==> src/hdl/gnss_power_duty_scheduler_defines.svh <==
// assertion macros used by the scheduler core module
`ifndef GNSS_POWER_DUTY_SCHEDULER_DEFINES_SVH
`define GNSS_POWER_DUTY_SCHEDULER_DEFINES_SVH

// same-cycle implication, checked outside reset
`define GPDS_ASSERT_NOW(lbl, clk, rst, pre, post) \
   lbl: assert property (@(posedge clk) disable iff (rst) (pre) |-> (post)) \
      else $error("gpds same-cycle check failed");

// next-cycle implication, checked outside reset
`define GPDS_ASSERT_NEXT(lbl, clk, rst, pre, post) \
   lbl: assert property (@(posedge clk) disable iff (rst) (pre) |=> (post)) \
      else $error("gpds next-cycle check failed");

`endif

==> src/hdl/gpds_pkg.sv <==
package gpds_pkg;

   localparam int unsigned TIME_W = 32;
   localparam int unsigned RPM_W = 16;
   localparam int unsigned MODE_W = 2;
   localparam int unsigned CNT_W = 32;
   localparam int unsigned CSR_IDX_W = 2;

   // mode codes
   localparam logic [MODE_W-1:0] MODE_ENGINE = 2'd0;
   localparam logic [MODE_W-1:0] MODE_FIX = 2'd1;
   localparam logic [MODE_W-1:0] MODE_SLEEP = 2'd2;

   // register indexes
   localparam logic [CSR_IDX_W-1:0] REG_ENGINE_TIMEOUT = 2'd0;
   localparam logic [CSR_IDX_W-1:0] REG_ACTIVE_WINDOW = 2'd1;
   localparam logic [CSR_IDX_W-1:0] REG_SLEEP_INTERVAL = 2'd2;

   // register reset values
   localparam logic [TIME_W-1:0] ENGINE_TIMEOUT_RST = 32'd5000;
   localparam logic [TIME_W-1:0] ACTIVE_WINDOW_RST = 32'd60000;
   localparam logic [TIME_W-1:0] SLEEP_INTERVAL_RST = 32'd600000;

   typedef struct packed {
      logic [TIME_W-1:0] now_ms;
      logic              speed_valid;
      logic [RPM_W-1:0]  engine_rpm;
      logic [TIME_W-1:0] speed_time_ms;
   } item_type;

   typedef struct packed {
      logic [TIME_W-1:0] engine_timeout_ms;
      logic [TIME_W-1:0] active_window_ms;
      logic [TIME_W-1:0] sleep_interval_ms;
   } cfg_type;

endpackage

==> src/hdl/gpds_csr.sv <==
module gpds_csr (
   input  logic                              clock,
   input  logic                              reset,
   input  logic                              csr_valid,
   output logic                              csr_ready,
   input  logic [gpds_pkg::CSR_IDX_W-1:0]    csr_index,
   input  logic [gpds_pkg::TIME_W-1:0]       csr_data,
   output gpds_pkg::cfg_type                 cfg
);
   import gpds_pkg::*;

   cfg_type cfg_ff;
   cfg_type cfg_in;
   logic    wr;

   // writes are always accepted, never stalled
   assign csr_ready = 1'b1;
   assign wr = csr_valid & csr_ready;

   // register file update, unknown indexes dropped
   always_comb begin
      cfg_in = cfg_ff;
      if (wr) begin
         case (csr_index)
            REG_ENGINE_TIMEOUT: cfg_in.engine_timeout_ms = csr_data;
            REG_ACTIVE_WINDOW:  cfg_in.active_window_ms = csr_data;
            REG_SLEEP_INTERVAL: cfg_in.sleep_interval_ms = csr_data;
            default:            cfg_in = cfg_ff;
         endcase
      end
   end

   always_ff @(posedge clock) begin
      if (reset) begin
         cfg_ff.engine_timeout_ms <= ENGINE_TIMEOUT_RST;
         cfg_ff.active_window_ms <= ACTIVE_WINDOW_RST;
         cfg_ff.sleep_interval_ms <= SLEEP_INTERVAL_RST;
      end else begin
         cfg_ff <= cfg_in;
      end
   end

   assign cfg = cfg_ff;

endmodule

==> src/hdl/gpds_in_stage.sv <==
module gpds_in_stage (
   input  logic              clock,
   input  logic              reset,
   input  logic              req_valid,
   output logic              req_ready,
   input  gpds_pkg::item_type req_item,
   output logic              item_valid,
   input  logic              item_take,
   output gpds_pkg::item_type item
);
   import gpds_pkg::*;

   logic     valid_ff;
   logic     valid_in;
   item_type item_ff;
   logic     load;

   // accept while empty or while the held beat moves on
   assign req_ready = ~valid_ff | item_take;
   assign load = req_valid & req_ready;

   always_comb begin
      valid_in = valid_ff;
      if (load) begin
         valid_in = 1'b1;
      end else if (item_take) begin
         valid_in = 1'b0;
      end
   end

   always_ff @(posedge clock) begin
      if (reset) begin
         valid_ff <= 1'b0;
      end else begin
         valid_ff <= valid_in;
      end
   end

   // payload register, no reset needed
   always_ff @(posedge clock) begin
      if (load) begin
         item_ff <= req_item;
      end
   end

   assign item_valid = valid_ff;
   assign item = item_ff;

endmodule

==> src/hdl/gpds_core.sv <==
`include "gnss_power_duty_scheduler_defines.svh"

module gpds_core (
   input  logic                          clock,
   input  logic                          reset,
   input  gpds_pkg::cfg_type             cfg,
   input  logic                          item_valid,
   output logic                          item_take,
   input  gpds_pkg::item_type            item,
   output logic                          rsp_valid,
   input  logic                          rsp_ready,
   output logic [gpds_pkg::MODE_W-1:0]   rsp_mode,
   output logic                          rsp_power_on,
   output logic                          rsp_power_switch,
   output logic                          rsp_engine_on,
   output logic [gpds_pkg::CNT_W-1:0]    rsp_toggle_count,
   output logic [gpds_pkg::CNT_W-1:0]    rsp_revision_count
);
   import gpds_pkg::*;

   logic              started_ff;
   logic [TIME_W-1:0] phase_start_ff, phase_start_in;
   logic [MODE_W-1:0] mode_ff, mode_in;
   logic              power_ff, power_in;
   logic              engine_ff, engine_in;
   logic [CNT_W-1:0]  toggles_ff, toggles_in;
   logic [CNT_W-1:0]  revisions_ff, revisions_in;
   logic              switch_ff, switch_in;
   logic              rsp_valid_ff, rsp_valid_in;
   logic [TIME_W-1:0] age;
   logic [TIME_W-1:0] elapsed;
   logic              running;
   logic              changed;

   // the state doubles as the result register, so a beat moves only into a free slot
   assign item_take = item_valid & (~rsp_valid_ff | rsp_ready);

   // engine judgment, wrap-safe ages
   assign age = item.now_ms - item.speed_time_ms;
   assign elapsed = item.now_ms - phase_start_ff;
   assign running = item.speed_valid & (item.engine_rpm != '0) &
                    (age <= cfg.engine_timeout_ms);

   // mode transitions
   always_comb begin
      phase_start_in = phase_start_ff;
      mode_in = mode_ff;
      power_in = power_ff;
      engine_in = engine_ff;
      if (!started_ff) begin
         phase_start_in = item.now_ms;
         engine_in = running;
         mode_in = running ? MODE_ENGINE : MODE_FIX;
         power_in = 1'b1;
      end else if (running) begin
         phase_start_in = item.now_ms;
         engine_in = 1'b1;
         mode_in = MODE_ENGINE;
         power_in = 1'b1;
      end else if (mode_ff == MODE_ENGINE) begin
         phase_start_in = item.now_ms;
         engine_in = 1'b0;
         mode_in = MODE_FIX;
         power_in = 1'b1;
      end else if (mode_ff == MODE_FIX && elapsed >= cfg.active_window_ms) begin
         phase_start_in = item.now_ms;
         engine_in = 1'b0;
         mode_in = MODE_SLEEP;
         power_in = 1'b0;
      end else if (mode_ff == MODE_SLEEP && elapsed >= cfg.sleep_interval_ms) begin
         phase_start_in = item.now_ms;
         engine_in = 1'b0;
         mode_in = MODE_FIX;
         power_in = 1'b1;
      end
   end

   // counters
   assign switch_in = power_in != power_ff;
   assign changed = switch_in | (engine_in != engine_ff) | (mode_in != mode_ff);
   assign toggles_in = switch_in ? CNT_W'(toggles_ff + 1'b1) : toggles_ff;
   assign revisions_in = changed ? CNT_W'(revisions_ff + 1'b1) : revisions_ff;

   // result valid
   always_comb begin
      rsp_valid_in = rsp_valid_ff;
      if (item_take) begin
         rsp_valid_in = 1'b1;
      end else if (rsp_ready) begin
         rsp_valid_in = 1'b0;
      end
   end

   always_ff @(posedge clock) begin
      if (reset) begin
         rsp_valid_ff <= 1'b0;
         started_ff <= 1'b0;
         phase_start_ff <= '0;
         mode_ff <= MODE_ENGINE;
         power_ff <= 1'b0;
         engine_ff <= 1'b0;
         toggles_ff <= '0;
         revisions_ff <= '0;
         switch_ff <= 1'b0;
      end else begin
         rsp_valid_ff <= rsp_valid_in;
         if (item_take) begin
            started_ff <= 1'b1;
            phase_start_ff <= phase_start_in;
            mode_ff <= mode_in;
            power_ff <= power_in;
            engine_ff <= engine_in;
            toggles_ff <= toggles_in;
            revisions_ff <= revisions_in;
            switch_ff <= switch_in;
         end
      end
   end

   assign rsp_valid = rsp_valid_ff;
   assign rsp_mode = mode_ff;
   assign rsp_power_on = power_ff;
   assign rsp_power_switch = switch_ff;
   assign rsp_engine_on = engine_ff;
   assign rsp_toggle_count = toggles_ff;
   assign rsp_revision_count = revisions_ff;

   // checks
   `GPDS_ASSERT_NOW(a_off_only_sleeping, clock, reset, started_ff && !power_ff, mode_ff == MODE_SLEEP)
   `GPDS_ASSERT_NOW(a_engine_flag_mode, clock, reset, engine_ff, mode_ff == MODE_ENGINE)
   `GPDS_ASSERT_NEXT(a_switch_tracks_power, clock, reset, item_take, switch_ff == (power_ff != $past(power_ff)))
   `GPDS_ASSERT_NEXT(a_revision_on_mode, clock, reset, item_take && (mode_in != mode_ff), revisions_ff == CNT_W'($past(revisions_ff) + 1'b1))

endmodule

==> src/hdl/gnss_power_duty_scheduler.sv <==
// channel   handshake              payload
// req       req_valid/req_ready    req_now_ms, req_speed_valid, req_engine_rpm,
//                                  req_speed_time_ms
// rsp       rsp_valid/rsp_ready    rsp_mode, rsp_power_on, rsp_power_switch,
//                                  rsp_engine_on, rsp_toggle_count, rsp_revision_count
// csr       csr_valid/csr_ready    csr_index, csr_data
//
// one beat per cycle while rsp is not stalled; a result is offered once its request
// beat has passed the input register and the state/result register
// reset is synchronous: registers return to 5000 / 60000 / 600000 ms, scheduler
// returns to its not-started state
// a stalled rsp holds its beat; req stays open while its held beat can move on
module gnss_power_duty_scheduler (
   input  logic                          clock,
   input  logic                          reset,
   input  logic                          req_valid,
   output logic                          req_ready,
   input  logic [gpds_pkg::TIME_W-1:0]   req_now_ms,
   input  logic                          req_speed_valid,
   input  logic [gpds_pkg::RPM_W-1:0]    req_engine_rpm,
   input  logic [gpds_pkg::TIME_W-1:0]   req_speed_time_ms,
   output logic                          rsp_valid,
   input  logic                          rsp_ready,
   output logic [gpds_pkg::MODE_W-1:0]   rsp_mode,
   output logic                          rsp_power_on,
   output logic                          rsp_power_switch,
   output logic                          rsp_engine_on,
   output logic [gpds_pkg::CNT_W-1:0]    rsp_toggle_count,
   output logic [gpds_pkg::CNT_W-1:0]    rsp_revision_count,
   input  logic                          csr_valid,
   output logic                          csr_ready,
   input  logic [gpds_pkg::CSR_IDX_W-1:0] csr_index,
   input  logic [gpds_pkg::TIME_W-1:0]   csr_data
);
   import gpds_pkg::*;

   cfg_type  cfg;
   item_type req_item;
   item_type item;
   logic     item_valid;
   logic     item_take;

   // pack the request beat
   assign req_item.now_ms = req_now_ms;
   assign req_item.speed_valid = req_speed_valid;
   assign req_item.engine_rpm = req_engine_rpm;
   assign req_item.speed_time_ms = req_speed_time_ms;

   gpds_csr u_csr (
      .clock     (clock),
      .reset     (reset),
      .csr_valid (csr_valid),
      .csr_ready (csr_ready),
      .csr_index (csr_index),
      .csr_data  (csr_data),
      .cfg       (cfg)
   );

   gpds_in_stage u_in_stage (
      .clock      (clock),
      .reset      (reset),
      .req_valid  (req_valid),
      .req_ready  (req_ready),
      .req_item   (req_item),
      .item_valid (item_valid),
      .item_take  (item_take),
      .item       (item)
   );

   gpds_core u_core (
      .clock              (clock),
      .reset              (reset),
      .cfg                (cfg),
      .item_valid         (item_valid),
      .item_take          (item_take),
      .item               (item),
      .rsp_valid          (rsp_valid),
      .rsp_ready          (rsp_ready),
      .rsp_mode           (rsp_mode),
      .rsp_power_on       (rsp_power_on),
      .rsp_power_switch   (rsp_power_switch),
      .rsp_engine_on      (rsp_engine_on),
      .rsp_toggle_count   (rsp_toggle_count),
      .rsp_revision_count (rsp_revision_count)
   );

endmodule

==> config.mk <==
export PLATFORM = sky130hd
export DESIGN_NAME = gnss_power_duty_scheduler
export DESIGN_NICKNAME = d
export VERILOG_FILES = /design/src/hdl/gpds_pkg.sv /design/src/hdl/gpds_csr.sv /design/src/hdl/gpds_in_stage.sv /design/src/hdl/gpds_core.sv /design/src/hdl/gnss_power_duty_scheduler.sv
export VERILOG_INCLUDE_DIRS = /design/src /design/src/hdl
export SDC_FILE = /design/constraint.sdc
export NUM_CORES = 1
export LEC_CHECK = 0
export BUFFER_PORTS_ARGS = -buffer_cell sky130_fd_sc_hd__buf_2
export CORE_MARGIN = 4
export CORE_UTILIZATION = 35
export CTS_CLUSTER_DIAMETER = 50
export DETAILED_ROUTE_END_ITERATION = 8
export GPL_TIMING_DRIVEN = 0
export PLACE_DENSITY = 0.6
export SLEW_MARGIN = 30
export SYNTH_ARGS = -nofsm -noshare
export SYNTH_HDL_FRONTEND = slang
export SYNTH_SLANG_ARGS = --single-unit
==> constraint.sdc <==
create_clock -name clock -period 5.3 [get_ports clock]
set_clock_uncertainty 0.2 [all_clocks]
set_input_delay 1.06 -clock clock [delete_from_list [all_inputs] [get_ports clock]]
set_output_delay 1.06 -clock clock [all_outputs]
set_load 0.1 [all_outputs]
==> results.yml, run 1 <==
run_status:
  status: "complete, but fails checks"
  violations: "setup timing"
drt:
  drt-initial-drc-count: 863
  drtPass1Iterations: 5
  vias_per_cell: 5.135
  drc: 0
  wire_per_inst_um: 17.34
  routed_wl_um: 47070
  antenna_left: 0
  vias: 13940
worst_setup_path:
  crit_top_cell: "buf_6"
  reg2reg_depth: 27
  path_class: "flip-flop to flip-flop"
  cpLargestDelayFamily: "compound AO/OA/AOI/OAI gates"
  cp-end-kind: "flip-flop"
  path_buf_inv: 5
  r2r_setup_slack_ps: -940
  crit_fanout: 6
  cp.required_ps: 5530
  rr_endpoint: "u_core.rsp_revision_count[31]$_SDFFE_PP0P_"
  r2r_start: "u_in_stage.item[50]$_DFFE_PP_"
  cp.arrival_ps: 6460
  cp_slowest_stage_delay_ps: 430
  crit_path_top_delay_cell: "edfxtp_1"
  startpoint_type: "flip-flop"
synth:
  yosys.area_share.simple: 0.1744
  synth_cell_types: 87
  syn_area_um2: 15920
  muxShareOfSynthArea: 0.02019
  synth_edf_count: 81
  synthCells: 1794
  ys_seq_area_frac: 0.4042
  synth_adder_area_share: 0.1282
  synth_top_family_by_area: "simple AND/OR/NAND/NOR gates"
  yosysTopAreaCellShare: 0.2514
  synthXorXnorAreaFrac: 0.04345
  ys.flop_type: "dfxtp_1"
  synth-compound-area-share: 0.1674
  yosys-top-cells-count: "228 x nand2_1, 200 x dfxtp_1, 194 x a21oi_1"
  yosys_warnings: 0
  yosysTopAreaCell: "dfxtp_1"
  async_flop_share: 0
  post-synth-top-count-cell: "nand2_1"
  ys_ff_latch: 281
  postSynthAreaPerCell_um2: 8.876
  syn_nets: 2076
  synthTopCellsByArea: "dfxtp_1 25%, edfxtp_1 15%, ha_1 13%"
grt:
  antenna_found_initial: 9
  grt_pass1_vias: 13570
  grt_overflow_total: 0
  grt_use_total: 0.1845
  grt_max_degree: 47
  grt_first_pass_wirelength_um: 74110
clocking:
  cts.sinks: 281
  numCtsBuffers: 40
  htree_levels: 2
  insertion_delay_ps: 540
  root_buffer: "clkbuf_16"
  clkTransAtPathRegs_ps: 50
  cts_buffer_depth: 3
  cts_tree: "built"
timing:
  setup_viol: 99
  finalWorstSetupSlack_ps: -935.4
  slew_headroom: 0.3821
  finalHoldViolCount: 0
  final_max_slew_viol_count: 0
  period_needed_ps: 6235
  fin_crit_sh: 1.176
  tightest_slew_ps: 917.2
  max_freq_mhz: 160.4
  rsz0062_at_grt: "yes"
power_and_ir_drop:
  p_leak_nw: 8.498
  power.density_nw_per_um2: 307.3
  finalPower_mw: 6.324
  vdd_drop_max_mv: 0.2093
min_path:
  hp-start: "u_csr.cfg[78]$_SDFFE_PP0P_"
  whs_path_depth: 2
  hp-class: "flip-flop to flip-flop"
  min_to: "u_csr.cfg[78]$_SDFFE_PP0P_"
floorplan:
  dieWidth_um: 221.3
  dieArea_um2: 48970
  num_io_pins: 192
  die_h_um: 221.3
  rows: 77
  initial_utilization: 0.3570
  core_area_um2: 44610
placed_design:
  place_inst: 2578
  place.gp.congestion: 0.8697
  port_buffers: 190
  dp_hpwl_um: 34160
final_layout:
  nets: 2373
  syn_to_final_growth_pct: 29.24
  drive_gt1_frac: 0.2266
  final_core_util: 0.4614
  final_cells: 2715
flow_run:
  maxCapViolCount: 0
[metal layers]
metal	track usage	wire, um	up-vias
met2	0.3093	22250	356
met3	0.03949	2710	94
li1	-	-	6920
met4	0.05637	1336	14
met1	0.2396	20690	6557
met5	0	80	-
[sequential cells by signal (all words and copies together) (netlist names)]
register / cells
u_core.phase_start_ff: 32
u_core.rsp_engine_on: 1
u_core.rsp_mode: 2
u_core.rsp_power_on: 1
u_core.rsp_power_switch: 1
u_core.rsp_revision_count: 32
u_core.rsp_toggle_count: 32
u_core.rsp_valid: 1
u_core.started_ff: 1
u_csr.cfg: 96
u_in_stage.item: 81
u_in_stage.item_valid: 1
[worst max path at each step]
stage,slack [ps],depth (start not counted),start,end
6_report,-940,27,u_in_stage.item[50]$_DFFE_PP_,u_core.rsp_revision_count[31]$_SDFFE_PP0P_
5_1_grt,-1160,25,u_in_stage.item[50]$_DFFE_PP_,u_core.rsp_revision_count[25]$_SDFFE_PP0P_
4_1_cts,-840,24,u_in_stage.item[50]$_DFFE_PP_,u_core.rsp_revision_count[16]$_SDFFE_PP0P_
3_5_place_dp,-2130,23,u_in_stage.item[50]$_DFFE_PP_,u_core.rsp_revision_count[26]$_SDFFE_PP0P_
3_3_place_gp,-2130,23,u_in_stage.item[50]$_DFFE_PP_,u_core.rsp_revision_count[26]$_SDFFE_PP0P_
2_1_floorplan,-20,26,u_in_stage.item[49]$_DFFE_PP_,u_core.rsp_revision_count[28]$_SDFFE_PP0P_
[cell families (layout without fill, tap and decap cells)]
kind of cell,count (synthesis),after routing
adder cells (fa/ha/maj),162,162
multiplexers,32,32
AO/OA/AOI/OAI,414,414
AND/OR/NAND/NOR,578,578
XOR/XNOR,79,79
flip-flops,281,281
buffers and inverters,247,571
other,1,6
[area by class of cell]
cell class / instances / area [um^2]
fill: 4276 / 24030
multi-input combinational: 1266 / 9353
timing repair buffer: 256 / 1697
antenna: 5 / 12.51
clock buffer: 47 / 1090
clock inverter: 22 / 201.4
tap: 592 / 740.7
sequential: 281 / 6436
inverter: 186 / 698.2
buffer: 60 / 352.8
[layout by cell type, fill, tap and decap left out, types with 22 or more instances in the layout]
cell / count
inv_1: 184
buf_6: 26
nand2_1: 226
xnor2_1: 45
clkbuf_16: 42
a211o_1: 22
ha_1: 151
a21o_1: 30
xor2_1: 30
o21ai_0: 37
mux2i_1: 28
dfxtp_1: 200
nor2_1: 129
edfxtp_1: 81
and3_1: 22
nand3_1: 24
a21oi_1: 173
buf_2: 192
clkbuf_1: 46
a21oi_2: 22
buf_4: 36
nand4_1: 25
[report_power, final]
part           leakage [nW]  internal (mW)  switching, mW  total [mW]
clock                 0.641           1.58           1.04        2.62
sequential             2.42           2.30         0.0487        2.35
combinational          5.44          0.580          0.780        1.36
[worst register-to-register path, delay by kind of cell, from the launching register on]
kind,cells,cell delay [ps]
compound gates,11,2260
simple gates,8,1700
buf+inv,5,830
fa+ha+maj,2,610
flops,1,430
xor+xnor,1,90
[metrics by stage]
stage,area (um^2),hold slack [ps],TNS [ps],worst slack (ps)
detailed placement,17760,248.1,-186380,-2125
global placement,17710,244.2,-183500,-2126
CTS,20250,255.7,-63570,-841.6
finish,20580,255.3,-72610,-935.4
floorplan,16020,236.3,-132.0,-24.59
global route,20570,267.4,-95680,-1162
[what timing repair did]
action / CTS / global route
gates cloned: 9 / 0
setup buffers: 43 / 18
pin swaps: 69 / 41
hold buffers: 0 / 0
gates resized for setup: 136 / 66
setup endpoints to repair: 101 / 101
Note: power is estimated with default switching activity, not from simulation.
==> inputs of run 2 (changes only) <==
--- a/config.mk
+++ b/config.mk
@@ -7,7 +7,6 @@
 export NUM_CORES = 1
 export LEC_CHECK = 0
 export BUFFER_PORTS_ARGS = -buffer_cell sky130_fd_sc_hd__buf_2
-export CORE_MARGIN = 4
 export CORE_UTILIZATION = 35
 export CTS_CLUSTER_DIAMETER = 50
 export DETAILED_ROUTE_END_ITERATION = 8
@@ -16,4 +15,5 @@
 export SLEW_MARGIN = 30
 export SYNTH_ARGS = -nofsm -noshare
 export SYNTH_HDL_FRONTEND = slang
+export SYNTH_HIERARCHICAL = 1
 export SYNTH_SLANG_ARGS = --single-unit
==> results.yml, run 2 <==
placed_design:
  placed_area_um2: 18770
  dp_hpwl_um: 34160
  port_buffers: 190
  place_inst: 2604
  place.gp.congestion: 0.8583
grt:
  grt_overflow_total: 0
  antenna_found_initial: 1
  grt_pass1_vias: 13630
  grt_first_pass_wirelength_um: 72100
  grt_use_total: 0.1853
  grt_max_degree: 49
timing:
  max_freq_mhz: 161.3
  slew_headroom: 0.3773
  period_needed_ps: 6200
  setup_tns_ps: -63760
  finalHoldViolCount: 0
  final_max_slew_viol_count: 0
  tightest_slew_ps: 934.1
  rsz0062_at_grt: "yes"
  fin_crit_sh: 1.170
  finalWorstSetupSlack_ps: -899.6
  setup_viol: 98
  hold_slack_ps: 273.1
synth:
  yosysTopAreaCellShare: 0.2380
  postSynthAreaPerCell_um2: 9.313
  ys_ff_latch: 281
  async_flop_share: 0
  ys.flop_type: "dfxtp_1"
  post-synth-top-count-cell: "dfxtp_1"
  ys_seq_area_frac: 0.3827
  synthCells: 1806
  yosys-top-cells-count: "200 x dfxtp_1, 180 x inv_1, 170 x nor2_1"
  synth_cell_types: 79
  synth_edf_count: 81
  synthTopCellsByArea: "dfxtp_1 24%, edfxtp_1 14%, ha_1 12%"
  yosysTopAreaCell: "dfxtp_1"
  syn_area_um2: 16820
  syn_nets: 2088
  yosys_warnings: 6
final_layout:
  layout_commonest_cell: "dfxtp_1"
  fin_area_um2: 21950
  fill_cells: 4353
  drive_gt1_frac: 0.2557
  syn_to_final_growth_pct: 30.51
  final_core_util: 0.4676
  final_cell_mix: "200 x dfxtp_1, 195 x buf_2, 178 x inv_1"
  nets: 2401
  final_cells: 2755
  largest_reg_flops: 96
floorplan:
  initial_utilization: 0.3582
  num_io_pins: 192
  die_h_um: 221.2
  dieArea_um2: 48940
  rows: 79
  core_area_um2: 46950
  dieWidth_um: 221.2
run_status:
  status: "complete, but fails checks"
  violations: "setup timing"
min_path:
  min_to: "u_csr/cfg[62]$_SDFFE_PP0P_"
  hp-class: "flip-flop to flip-flop"
  whs_path_depth: 2
  hp-start: "u_csr/cfg[62]$_SDFFE_PP0P_"
worst_setup_path:
  path_class: "flip-flop to flip-flop"
  crit_path_top_delay_cell: "or4b_4"
  r2r_start: "u_in_stage/item[49]$_DFFE_PP_"
  r2r_setup_slack_ps: -900
  reg2reg_depth: 28
  cp-end-kind: "flip-flop"
  cp_slowest_stage_delay_ps: 520
  crit_fanout: 6
  startpoint_type: "flip-flop"
  cp.required_ps: 5530
  crit_top_cell: "buf_4"
  rr_endpoint: "u_core/rsp_revision_count[20]$_SDFFE_PP0P_"
  cp.arrival_ps: 6430
drt:
  wire_per_inst_um: 17.00
  routed_wl_um: 46840
  drc: 0
  drt-initial-drc-count: 655
  vias_per_cell: 5.034
  drtPass1Iterations: 5
  vias: 13870
  antenna_left: 0
clocking:
  numCtsBuffers: 42
  cts_buffer_depth: 3
  cts.sinks: 281
  clkTransAtPathRegs_ps: 50
  htree_levels: 2
  cts_tree: "built"
  root_buffer: "clkbuf_16"
  insertion_delay_ps: 560
power_and_ir_drop:
  power.density_nw_per_um2: 313.0
  p_leak_nw: 9.204
  vdd_drop_max_mv: 0.2393
flow_run:
  maxCapViolCount: 0
[run 2: changes by cell type after synthesis, sizes merged, moves of 13 or more]
cell    delta
nor2b     +18
nand2    -139
a21oi     -85
nor2      +37
nand2b   +111
a211o     -19
xor2      -13
a211oi    +17
xnor2     +21
mux2i    +100
mux2      +23
[run 2: timing repair]
| action | CTS | global route |
|---|---|---|
| gates resized for setup | 120 | 72 |
| cloned | 4 | 4 |
| hold buffers | 0 | 0 |
| setup endpoints to repair | 101 | 101 |
| pin swaps | 73 | 51 |
| buffers inserted | 45 | 27 |
| endpoints found under the hold margin | 0 | 0 |
[run 2: cell families after synthesis]
logic type	count (synthesis)	synth area share
AOI/OAI and AO/OA	300	0.1143
DFF	281	0.3827
other	1	0.0002230
buffers and inverters	246	0.06293
xor gates and xnor gates	87	0.04530
adders and majority gates	162	0.1214
and+or+nand+nor	574	0.1792
muxes	155	0.09403
[run 2: worst max path at each step]
stage | start | end | slack [ps] | cells after the start
2_1_floorplan | u_in_stage/item[49]$_DFFE_PP_ | u_core/rsp_revision_count[30]$_SDFFE_PP0P_ | -310 | 26
3_3_place_gp | u_in_stage/item[50]$_DFFE_PP_ | u_core/phase_start_ff[0]$_SDFFE_PP0P_ | -2170 | 23
3_5_place_dp | u_in_stage/item[50]$_DFFE_PP_ | u_core/phase_start_ff[26]$_SDFFE_PP0P_ | -2380 | 23
4_1_cts | u_in_stage/item[49]$_DFFE_PP_ | u_core/rsp_revision_count[20]$_SDFFE_PP0P_ | -820 | 26
5_1_grt | u_in_stage/item[49]$_DFFE_PP_ | u_core/rsp_revision_count[20]$_SDFFE_PP0P_ | -1080 | 25
6_report | u_in_stage/item[49]$_DFFE_PP_ | u_core/rsp_revision_count[20]$_SDFFE_PP0P_ | -900 | 28
[run 2: final cells by class]
| type | count | area (um^2) | area share |
|---|---|---|---|
| timing repair buffer | 271 | 1769 | 0.08059 |
| tap | 607 | 759.5 | 0.03460 |
| clock inverter | 20 | 256.5 | 0.01168 |
| sequential | 281 | 6436 | 0.2932 |
| inverter | 181 | 679.4 | 0.03095 |
| antenna | 1 | 2.502 | 0.0001140 |
| multi-input combinational | 1279 | 10410 | 0.4744 |
| buffer | 63 | 485.5 | 0.02211 |
| clock buffer | 52 | 1150 | 0.05238 |
[run 2: where the power goes]
part / leakage, nW / internal (mW) / switching (mW) / total (mW)
Clock: 0.679 / 1.78 / 1.04 / 2.82
Combinational: 6.12 / 0.712 / 0.977 / 1.69
Sequential: 2.40 / 2.31 / 0.0542 / 2.36
Total: 9.20 / 4.80 / 2.07 / 6.87
[run 2: through the flow]
| stage | setup slack [ps] | power [mW] |
|---|---|---|
| 4_1_cts | -823.2 | 6.839 |
| 3_3_place_gp | -2172 | 3.783 |
| 5_1_grt | -1079 | 7.208 |
| 2_1_floorplan | -315.0 | 3.423 |
| 6_report | -899.6 | 6.871 |
| 3_5_place_dp | -2381 | 3.825 |
[run 2: metal layers]
layer	wire (um)	GRT usage	vias to the layer above	share of wire
li1	-	-	6908	-
met1	21500	0.2407	6611	0.46
met2	22350	0.3137	280	0.48
met3	1738	0.02470	70	0.037
met4	1257	0.06610	0	0.027
met5	0	0	-	0
[run 2: critical path: cells and delay by family, from the launching register on]
kind	cells	cell delay, ps
AO/OA/AOI/OAI	9	1980
XOR/XNOR	1	90
adder cells (fa/ha/maj)	3	800
buffers and inverters	8	860
flip-flops	1	400
multiplexers	2	620
AND/OR/NAND/NOR	5	1120
